==> config.mk <==
export PLATFORM = sky130hd
export DESIGN_NAME = cpu_opcode_decoder_flat
export DESIGN_NICKNAME = d
export VERILOG_FILES = /design/src/hw/rtl/cod_pkg.sv /design/src/hw/rtl/cod_ifs.sv /design/src/hw/rtl/cpu_opcode_decoder.sv /design/src/flat_wrapper.sv
export VERILOG_INCLUDE_DIRS = /design/src /design/src/hw/rtl
export SDC_FILE = /design/constraint.sdc
export NUM_CORES = 1
export LEC_CHECK = 0
export BUFFER_PORTS_ARGS = -buffer_cell sky130_fd_sc_hd__clkbuf_2
export CAP_MARGIN = 15
export CORE_ASPECT_RATIO = 0.7
export CORE_MARGIN = 10
export CORE_UTILIZATION = 36
export DETAILED_ROUTE_END_ITERATION = 10
export HOLD_SLACK_MARGIN = 0.06
export PLACE_DENSITY = 0.51
export SYNTH_ARGS = -nofsm -noshare
export SYNTH_HDL_FRONTEND = slang
export SYNTH_SLANG_ARGS = --single-unit
==> constraint.sdc <==
create_clock -name i_clk -period 2.25 [get_ports i_clk]
set_input_delay 0.1125 -clock i_clk [delete_from_list [all_inputs] [get_ports i_clk]]
set_output_delay 0.1125 -clock i_clk [all_outputs]
set_load 0.01 [all_outputs]
==> src/hw/rtl/cpu_opcode_decoder_macros.svh <==
// assertion macros for the opcode decoder
// used by cpu_opcode_decoder.sv, no other dependencies
`ifndef CPU_OPCODE_DECODER_MACROS_SVH
`define CPU_OPCODE_DECODER_MACROS_SVH

// same-cycle implication, checked outside reset
`define COD_ASSERT_IMPL(label, clk, rst_n, ante, cons) \
    label: assert property (@(posedge clk) disable iff (!rst_n) (ante) |-> (cons)) \
        else $error("cod assertion failed");

// next-cycle implication, checked outside reset
`define COD_ASSERT_NEXT(label, clk, rst_n, ante, cons) \
    label: assert property (@(posedge clk) disable iff (!rst_n) (ante) |=> (cons)) \
        else $error("cod assertion failed");

`endif

==> src/hw/rtl/cod_pkg.sv <==
// types and handler code constants for the opcode decoder
// no dependencies
`timescale 1ns / 1ps

package cod_pkg;

    typedef logic [15:0] t_word;
    typedef logic [6:0]  t_handler_code;
    typedef logic [3:0]  t_vector;

    localparam t_handler_code HC_MOVEP     = 7'd0;
    localparam t_handler_code HC_BTST      = 7'd1;
    localparam t_handler_code HC_ORI       = 7'd5;
    localparam t_handler_code HC_ANDI      = 7'd6;
    localparam t_handler_code HC_SUBI      = 7'd7;
    localparam t_handler_code HC_ADDI      = 7'd8;
    localparam t_handler_code HC_EORI      = 7'd9;
    localparam t_handler_code HC_CMPI      = 7'd10;
    localparam t_handler_code HC_ILLEGAL   = 7'd11;
    localparam t_handler_code HC_MOVE      = 7'd12;
    localparam t_handler_code HC_MOVEA     = 7'd13;
    localparam t_handler_code HC_MOVE_FSR  = 7'd14;
    localparam t_handler_code HC_NEGX      = 7'd15;
    localparam t_handler_code HC_CLR       = 7'd16;
    localparam t_handler_code HC_MOVE_TCCR = 7'd17;
    localparam t_handler_code HC_NEG       = 7'd18;
    localparam t_handler_code HC_MOVE_TSR  = 7'd19;
    localparam t_handler_code HC_NOT       = 7'd20;
    localparam t_handler_code HC_NBCD      = 7'd21;
    localparam t_handler_code HC_SWAP      = 7'd22;
    localparam t_handler_code HC_PEA       = 7'd23;
    localparam t_handler_code HC_EXT       = 7'd24;
    localparam t_handler_code HC_MOVEM     = 7'd25;
    localparam t_handler_code HC_TAS       = 7'd26;
    localparam t_handler_code HC_TST       = 7'd27;
    localparam t_handler_code HC_TRAP      = 7'd28;
    localparam t_handler_code HC_UNLK      = 7'd29;
    localparam t_handler_code HC_LINK      = 7'd30;
    localparam t_handler_code HC_MOVE_USP  = 7'd31;
    localparam t_handler_code HC_RESET     = 7'd32;
    localparam t_handler_code HC_NOP       = 7'd33;
    localparam t_handler_code HC_STOP      = 7'd34;
    localparam t_handler_code HC_RTE       = 7'd35;
    localparam t_handler_code HC_RTS       = 7'd36;
    localparam t_handler_code HC_TRAPV     = 7'd37;
    localparam t_handler_code HC_RTR       = 7'd38;
    localparam t_handler_code HC_JSR       = 7'd39;
    localparam t_handler_code HC_JMP       = 7'd40;
    localparam t_handler_code HC_LEA       = 7'd41;
    localparam t_handler_code HC_CHK       = 7'd42;
    localparam t_handler_code HC_DBCC      = 7'd43;
    localparam t_handler_code HC_SCC       = 7'd44;
    localparam t_handler_code HC_SUBQ      = 7'd45;
    localparam t_handler_code HC_ADDQ      = 7'd46;
    localparam t_handler_code HC_BRA       = 7'd47;
    localparam t_handler_code HC_BSR       = 7'd48;
    localparam t_handler_code HC_BCC       = 7'd49;
    localparam t_handler_code HC_MOVEQ     = 7'd50;
    localparam t_handler_code HC_DIVS      = 7'd51;
    localparam t_handler_code HC_DIVU      = 7'd52;
    localparam t_handler_code HC_SBCD      = 7'd53;
    localparam t_handler_code HC_OR        = 7'd54;
    localparam t_handler_code HC_SUBA      = 7'd55;
    localparam t_handler_code HC_SUBX      = 7'd56;
    localparam t_handler_code HC_SUB       = 7'd57;
    localparam t_handler_code HC_LINE_A    = 7'd58;
    localparam t_handler_code HC_CMPA      = 7'd59;
    localparam t_handler_code HC_CMPM      = 7'd60;
    localparam t_handler_code HC_EOR       = 7'd61;
    localparam t_handler_code HC_CMP       = 7'd62;
    localparam t_handler_code HC_MULS      = 7'd63;
    localparam t_handler_code HC_MULU      = 7'd64;
    localparam t_handler_code HC_ABCD      = 7'd65;
    localparam t_handler_code HC_EXG       = 7'd66;
    localparam t_handler_code HC_AND       = 7'd67;
    localparam t_handler_code HC_ADDA      = 7'd68;
    localparam t_handler_code HC_ADDX      = 7'd69;
    localparam t_handler_code HC_ADD       = 7'd70;
    localparam t_handler_code HC_SHIFT_MEM = 7'd71;
    localparam t_handler_code HC_SHIFT_REG = 7'd75;
    localparam t_handler_code HC_LINE_F    = 7'd79;

    localparam t_vector VEC_NONE   = 4'd0;
    localparam t_vector VEC_LINE_A = 4'd10;
    localparam t_vector VEC_LINE_F = 4'd11;

endpackage

==> src/hw/rtl/cod_ifs.sv <==
// valid/ready channel interfaces for the opcode decoder
// depends on cod_pkg
`timescale 1ns / 1ps

interface cod_instr_if;
    logic           valid;
    logic           ready;
    cod_pkg::t_word instruction_word;

    modport source (output valid, output instruction_word, input ready);
    modport sink   (input valid, input instruction_word, output ready);
endinterface

interface cod_result_if;
    logic                   valid;
    logic                   ready;
    cod_pkg::t_handler_code handler_code;
    cod_pkg::t_vector       exception_vector;

    modport source (output valid, output handler_code, output exception_vector, input ready);
    modport sink   (input valid, input handler_code, input exception_vector, output ready);
endinterface

==> src/hw/rtl/cpu_opcode_decoder.sv <==
// opcode decoder top level: input word register, decode logic, result register
// depends on cod_pkg, cod_ifs and cpu_opcode_decoder_macros.svh
//
// usage:
//   i_instr carries one 16-bit instruction word per handshake; o_result returns
//   the handler code (0 to 79, 11 for illegal) and the exception vector
//   (0 none, 10 line A, 11 line F) for each word, in order.
//   a word is taken when valid and ready are both high at a rising edge.
//   an accepted word passes from the input register through the decode logic
//   into the result register, where result valid rises and the result is
//   held until the receiver takes it.
//   throughput is one word per cycle while the receiver takes results.
//   when the receiver stalls, the result register holds its word and the input
//   register fills behind it; i_instr.ready drops once both are full and rises
//   in the same cycle the receiver takes the held result.
//   reset (i_rst_n low, synchronous) empties both registers; no result is
//   pending afterwards and i_instr.ready is high from the first cycle out of
//   reset. the block holds no other state.
`timescale 1ns / 1ps

`include "cpu_opcode_decoder_macros.svh"

module cpu_opcode_decoder (
    input logic         i_clk,
    input logic         i_rst_n,
    cod_instr_if.sink   i_instr,
    cod_result_if.source o_result
);
    import cod_pkg::*;

    logic          r_in_valid;
    t_word         r_word;
    logic          r_out_valid;
    t_handler_code r_hc;
    t_vector       r_vec;

    logic          out_load;
    logic          in_load;
    t_handler_code n_hc;
    t_vector       n_vec;

    function automatic t_handler_code dec_g0(input t_word w);
        t_handler_code hc;
        if (w[8] && w[5:3] == 3'b001) begin
            hc = HC_MOVEP;
        end else if (w[8]) begin
            hc = HC_BTST + t_handler_code'(w[7:6]);
        end else begin
            case (w[11:8])
                4'h0: hc = HC_ORI;
                4'h2: hc = HC_ANDI;
                4'h4: hc = HC_SUBI;
                4'h6: hc = HC_ADDI;
                4'h8: hc = HC_BTST + t_handler_code'(w[7:6]);
                4'hA: hc = HC_EORI;
                4'hC: hc = HC_CMPI;
                default: hc = HC_ILLEGAL;
            endcase
        end
        return hc;
    endfunction

    function automatic t_handler_code dec_g4e(input t_word w);
        t_handler_code hc;
        if (w[7]) begin
            hc = w[6] ? HC_JMP : HC_JSR;
        end else begin
            case (w[6:4])
                3'd4: hc = HC_TRAP;
                3'd5: hc = w[3] ? HC_UNLK : HC_LINK;
                3'd6: hc = HC_MOVE_USP;
                3'd7: begin
                    case (w[3:0])
                        4'd0: hc = HC_RESET;
                        4'd1: hc = HC_NOP;
                        4'd2: hc = HC_STOP;
                        4'd3: hc = HC_RTE;
                        4'd5: hc = HC_RTS;
                        4'd6: hc = HC_TRAPV;
                        4'd7: hc = HC_RTR;
                        default: hc = HC_ILLEGAL;
                    endcase
                end
                default: hc = HC_ILLEGAL;
            endcase
        end
        return hc;
    endfunction

    function automatic t_handler_code dec_g4(input t_word w);
        t_handler_code hc;
        logic          sz_w;
        logic          mode0;
        sz_w  = (w[7:6] == 2'b11);
        mode0 = (w[5:3] == 3'd0);
        case (w[11:8])
            4'h0: hc = sz_w ? HC_MOVE_FSR : HC_NEGX;
            4'h2: hc = HC_CLR;
            4'h4: hc = sz_w ? HC_MOVE_TCCR : HC_NEG;
            4'h6: hc = sz_w ? HC_MOVE_TSR : HC_NOT;
            4'h8: begin
                if (w[7:6] == 2'b00) begin
                    hc = HC_NBCD;
                end else if (w[7:6] == 2'b01) begin
                    hc = mode0 ? HC_SWAP : HC_PEA;
                end else begin
                    hc = mode0 ? HC_EXT : HC_MOVEM;
                end
            end
            4'hA: hc = sz_w ? HC_TAS : HC_TST;
            4'hC: hc = HC_MOVEM;
            4'hE: hc = dec_g4e(w);
            default: begin
                if (w[8:6] == 3'b111) begin
                    hc = HC_LEA;
                end else if (w[8:6] == 3'b110) begin
                    hc = HC_CHK;
                end else begin
                    hc = HC_ILLEGAL;
                end
            end
        endcase
        return hc;
    endfunction

    function automatic t_handler_code dec_gc(input t_word w);
        t_handler_code hc;
        logic [5:0]    m;
        m = w[8:3];
        if (w[7:6] == 2'b11) begin
            hc = w[8] ? HC_MULS : HC_MULU;
        end else if (w[8:4] == 5'b10000) begin
            hc = HC_ABCD;
        end else if (m == 6'b101000 || m == 6'b101001 || m == 6'b110001) begin
            hc = HC_EXG;
        end else begin
            hc = HC_AND;
        end
        return hc;
    endfunction

    always_comb begin
        n_vec = VEC_NONE;
        case (r_word[15:12])
            4'h0: n_hc = dec_g0(r_word);
            4'h1: n_hc = HC_MOVE;
            4'h2, 4'h3: n_hc = (r_word[8:6] == 3'd1) ? HC_MOVEA : HC_MOVE;
            4'h4: n_hc = dec_g4(r_word);
            4'h5: begin
                if (r_word[7:6] == 2'b11) begin
                    n_hc = (r_word[5:3] == 3'b001) ? HC_DBCC : HC_SCC;
                end else begin
                    n_hc = r_word[8] ? HC_SUBQ : HC_ADDQ;
                end
            end
            4'h6: begin
                if (r_word[11:8] == 4'h0) begin
                    n_hc = HC_BRA;
                end else if (r_word[11:8] == 4'h1) begin
                    n_hc = HC_BSR;
                end else begin
                    n_hc = HC_BCC;
                end
            end
            4'h7: n_hc = HC_MOVEQ;
            4'h8: begin
                if (r_word[7:6] == 2'b11) begin
                    n_hc = r_word[8] ? HC_DIVS : HC_DIVU;
                end else if (r_word[8:4] == 5'b10000) begin
                    n_hc = HC_SBCD;
                end else begin
                    n_hc = HC_OR;
                end
            end
            4'h9: begin
                if (r_word[7:6] == 2'b11) begin
                    n_hc = HC_SUBA;
                end else if (r_word[8] && r_word[5:4] == 2'b00) begin
                    n_hc = HC_SUBX;
                end else begin
                    n_hc = HC_SUB;
                end
            end
            4'hA: begin
                n_hc  = HC_LINE_A;
                n_vec = VEC_LINE_A;
            end
            4'hB: begin
                if (r_word[7:6] == 2'b11) begin
                    n_hc = HC_CMPA;
                end else if (r_word[8] && r_word[5:3] == 3'b001) begin
                    n_hc = HC_CMPM;
                end else if (r_word[8]) begin
                    n_hc = HC_EOR;
                end else begin
                    n_hc = HC_CMP;
                end
            end
            4'hC: n_hc = dec_gc(r_word);
            4'hD: begin
                if (r_word[7:6] == 2'b11) begin
                    n_hc = HC_ADDA;
                end else if (r_word[8] && r_word[5:4] == 2'b00) begin
                    n_hc = HC_ADDX;
                end else begin
                    n_hc = HC_ADD;
                end
            end
            4'hE: begin
                if (r_word[7:6] == 2'b11) begin
                    n_hc = HC_SHIFT_MEM + t_handler_code'(r_word[10:9]);
                end else begin
                    n_hc = HC_SHIFT_REG + t_handler_code'(r_word[4:3]);
                end
            end
            default: begin
                n_hc  = HC_LINE_F;
                n_vec = VEC_LINE_F;
            end
        endcase
    end

    // input register holds a word and result register free or being emptied this cycle
    assign out_load      = r_in_valid && (!r_out_valid || o_result.ready);
    assign in_load       = i_instr.valid && i_instr.ready;
    assign i_instr.ready = !r_in_valid || out_load;

    always_ff @(posedge i_clk) begin
        if (!i_rst_n) begin
            r_in_valid  <= 1'b0;
            r_out_valid <= 1'b0;
        end else begin
            if (in_load) begin
                r_in_valid <= 1'b1;
            end else if (out_load) begin
                r_in_valid <= 1'b0;
            end
            if (out_load) begin
                r_out_valid <= 1'b1;
            end else if (o_result.ready) begin
                r_out_valid <= 1'b0;
            end
        end
    end

    always_ff @(posedge i_clk) begin
        if (in_load) begin
            r_word <= i_instr.instruction_word;
        end
        if (out_load) begin
            r_hc  <= n_hc;
            r_vec <= n_vec;
        end
    end

    assign o_result.valid            = r_out_valid;
    assign o_result.handler_code     = r_hc;
    assign o_result.exception_vector = r_vec;

    `COD_ASSERT_IMPL(a_line_f_code, i_clk, i_rst_n, r_out_valid && r_vec == VEC_LINE_F, r_hc == HC_LINE_F)
    `COD_ASSERT_IMPL(a_code_range, i_clk, i_rst_n, r_out_valid, r_hc <= HC_LINE_F)
    `COD_ASSERT_NEXT(a_in_held, i_clk, i_rst_n, r_in_valid && !out_load, r_in_valid && $stable(r_word))
    `COD_ASSERT_NEXT(a_in_fill, i_clk, i_rst_n, in_load, r_in_valid)
    `COD_ASSERT_NEXT(a_out_fill, i_clk, i_rst_n, out_load, r_out_valid)

endmodule
==> src/flat_wrapper.sv <==
// flat-port wrapper written by rule: the top's interface ports become plain ports
module cpu_opcode_decoder_flat import cod_pkg::*;
  (i_clk, i_rst_n, i_instr_valid, i_instr_instruction_word, i_instr_ready, o_result_valid, o_result_handler_code, o_result_exception_vector, o_result_ready);
  cod_instr_if i_instr_i ();
  cod_result_if o_result_i ();
  input logic i_clk;
  input logic i_rst_n;
  input wire logic [$bits(i_instr_i.valid)-1:0] i_instr_valid;
  input wire logic [$bits(i_instr_i.instruction_word)-1:0] i_instr_instruction_word;
  output wire logic [$bits(i_instr_i.ready)-1:0] i_instr_ready;
  output wire logic [$bits(o_result_i.valid)-1:0] o_result_valid;
  output wire logic [$bits(o_result_i.handler_code)-1:0] o_result_handler_code;
  output wire logic [$bits(o_result_i.exception_vector)-1:0] o_result_exception_vector;
  input wire logic [$bits(o_result_i.ready)-1:0] o_result_ready;
  assign i_instr_i.valid = i_instr_valid;
  assign i_instr_i.instruction_word = i_instr_instruction_word;
  assign i_instr_ready = i_instr_i.ready;
  assign o_result_valid = o_result_i.valid;
  assign o_result_handler_code = o_result_i.handler_code;
  assign o_result_exception_vector = o_result_i.exception_vector;
  assign o_result_i.ready = o_result_ready;
  cpu_opcode_decoder u_core (.i_clk(i_clk), .i_rst_n(i_rst_n), .i_instr(i_instr_i), .o_result(o_result_i));
endmodule
==> results.cfg <==
[timing]
tns_ns = 0
rsz0062_at_grt = no
slew_viol_final = 0
setup_viol = 0
worstMarginPinSlew_ns = 0.676
worst_slack_ns = 0.156
min_period_ns = 2.09
finalCritPeriodShare_pct = 93.0
hold_ws_ns = 0.0735
fmax_ghz = 0.478
max-slew-margin-rel_pct = 54.4
fin_worst_skew_ns = 0.0102
hold_viol = 0

[yosys]
synth-main-ff-cell = edfxtp_1
synth_area_um2 = 2000
ys_types = 55
ys_warn_count = 0
synthCells = 216
syn_avg_cell_area_um2 = 9.27
synth_fp_nets = 245
yosysSeqAreaShare_pct = 39.5
async_reset_ff_share_pct = 0
ys_ff_latch = 27
synth_edf_count = 25

[outcome]
outcome = finished clean

[floorplan]
die_area_um2 = 8990
die_height_um = 82.4
core_um2 = 5310
fp-row-count = 22
initial_core_util_pct = 37.7
fp.dieW_um = 109
ioPinCount = 33

[global_route]
grt_pass1_vias = 1768
grt_antenna_before_repair = 0
grt_pass1_wl_mm = 9.34
gr-total-overflow = 0
grt_use_total_pct = 12.9
grt_max_degree = 19

[drt]
drt_iter0_drc = 226
drc_errors = 0
ant_nets = 0
vias = 1863
dr.pass1.iters = 5
wl_per_cell_um = 15.9
drt_wl_total_mm = 5.49
vias_per_cell = 5.40

[pwr]
clkPwrFrac_pct = 24.1
p_int_uw = 840
leakage_nw = 1.04
seqPwrFrac_pct = 52.2
power_frac_comb_pct = 23.7
vdd_drop_max_mv = 0.227
switching_share_pct = 28.8
fin_total_pwr_mw = 1.18
p_per_area_nw_per_um2 = 464
switchingPower_uw = 340

[clocking]
cts_buffer_depth = 2
cts_max_level = 1
post_cts.repair.setup_buffers = 0
path_clk_slew_ns = 0.10
cts_inserted_buffers = 3
cts_root_buf = clkbuf_8
clock_sinks = 27
clock_latency_ns = 0.28
cts_tree = done

[cells_and_area]
fill_cells = 506
final_common_cell = clkbuf_2
post-route-util_pct = 47.9
design_area_um2 = 2540
n_antenna_cell = 0
final_cell_count_no_fill = 345
final_cell_mix = clkbuf_2 (31), edfxtp_1 (25), buf_4 (19)
final_layout_size_suffix_gt1_share_pct = 22.3
syn2layout_area_growth_pct = 27.1
final_nets = 303

[worst_setup_path]
setup.worst_path.end_class = register
path_max_fanout = 8
worst-setup-path-type = register to register
critPathRequiredTime_ns = 2.27
r2r_cells = 7
cp.arrival_ns = 2.12
start_kind = register

[hold_path]
holdPathStages = 3
hold_path_class = primary input to register

[place]
globalplace.congestion = 0.957
pre_cts_ws_ns = 0.142
dp_cells = 324
portBuffers = 31
place_area_um2 = 2330
place_hpwl_mm = 4.22

[job]
maxCapViolations = 0
-- kinds of logic (layout without fill, tap and decap cells) --
kind of cell	after synthesis	count (layout)	synth area share, %
xor gates and xnor gates	3	3	1.31
AOI/OAI and AO/OA	71	71	24.1
and+or+nand+nor	76	76	21.5
adders and majority gates	9	9	5.63
buffers and inverters	26	83	6.25
other	1	1	0.187
DFF	27	27	39.5
muxes	3	3	1.50
-- final timing paths --
kind                          start                               to  slack (ns)
hold / removal        i_instr_valid                u_core.r_in_valid        0.07
hold reg to reg   u_core.r_in_valid            u_core.o_result.valid        0.53
setup / recovery   u_core.r_word[6]  u_core.o_result.handler_code[3]        0.16
setup reg to reg   u_core.r_word[6]  u_core.o_result.handler_code[3]        0.16
-- registers in the layout (all words and copies together), names as in the netlist --
signal,flops
u_core.r_in_valid,1
u_core.r_word,16
u_core.o_result.valid,1
u_core.o_result.handler_code,7
u_core.o_result.exception_vector,2
-- power by group through the flow --
stage	logic (mW)	clock network [mW]	registers [mW]
global placement	0.259	0	0.627
CTS	0.276	0.300	0.616
global route	0.311	0.321	0.622
floorplan	0.162	0	0.620
finish	0.279	0.284	0.616
detailed placement	0.253	0	0.628
-- synthesized netlist by cell type, types with 3 or more instances --
master	instances	area share, %
a211oi_1	3	1.1
a21oi_1	17	4.2
a221oi_1	3	1.3
a31oi_1	4	1.2
and2_1	3	0.94
buf_2	7	1.7
buf_4	3	1.1
clkbuf_1	3	0.56
edfxtp_1	25	38
ha_1	9	5.6
inv_1	10	1.9
mux2i_1	3	1.5
nand2_1	15	2.8
nand2b_1	5	1.6
nand3_1	6	1.5
nand4_1	3	0.94
nor2_1	18	3.4
nor2b_1	8	2.5
nor3b_1	3	1.1
o2111ai_1	3	1.3
o211ai_1	4	1.5
o21ai_0	14	3.5
o31ai_1	3	1.1
or4_1	3	1.1
-- worst max-delay path, stage by stage, from the launching register on --
cell       delay [ns]
edfxtp_1         0.41
buf_4            0.18
inv_2            0.14
ha_2             0.25
o2111ai_1        0.15
a21oi_1          0.16
a21oi_1          0.11
or4_1            0.44
-- layout make-up --
class | count | area (um2) | share of cell area, %
inverter | 11 | 41.3 | 1.62
multi-input combinational | 163 | 1090 | 42.8
clock buffer | 3 | 41.3 | 1.62
clock inverter | 1 | 5.00 | 0.197
tap | 72 | 90.1 | 3.54
sequential | 27 | 791 | 31.1
timing repair buffer | 68 | 488 | 19.2
-- layer usage --
layer / wire [um] / up-vias / GRT usage, % / part of all wire, %
met4: 44 / 0 / 2.36 / 0.80
met2: 2200 / 84 / 18.5 / 40
met1: 2710 / 845 / 19.1 / 49
met3: 526 / 6 / 3.25 / 9.6
met5: 0 / - / 0 / 0
li1: - / 928 / - / -
-- what timing repair did --
action	4_1_cts	5_1_grt
gates resized for setup	0	1
endpoints found under the setup margin	0	1
hold buffers	17	0
hold endpoints to repair	18	0
(Power assumes the default switching activity.)
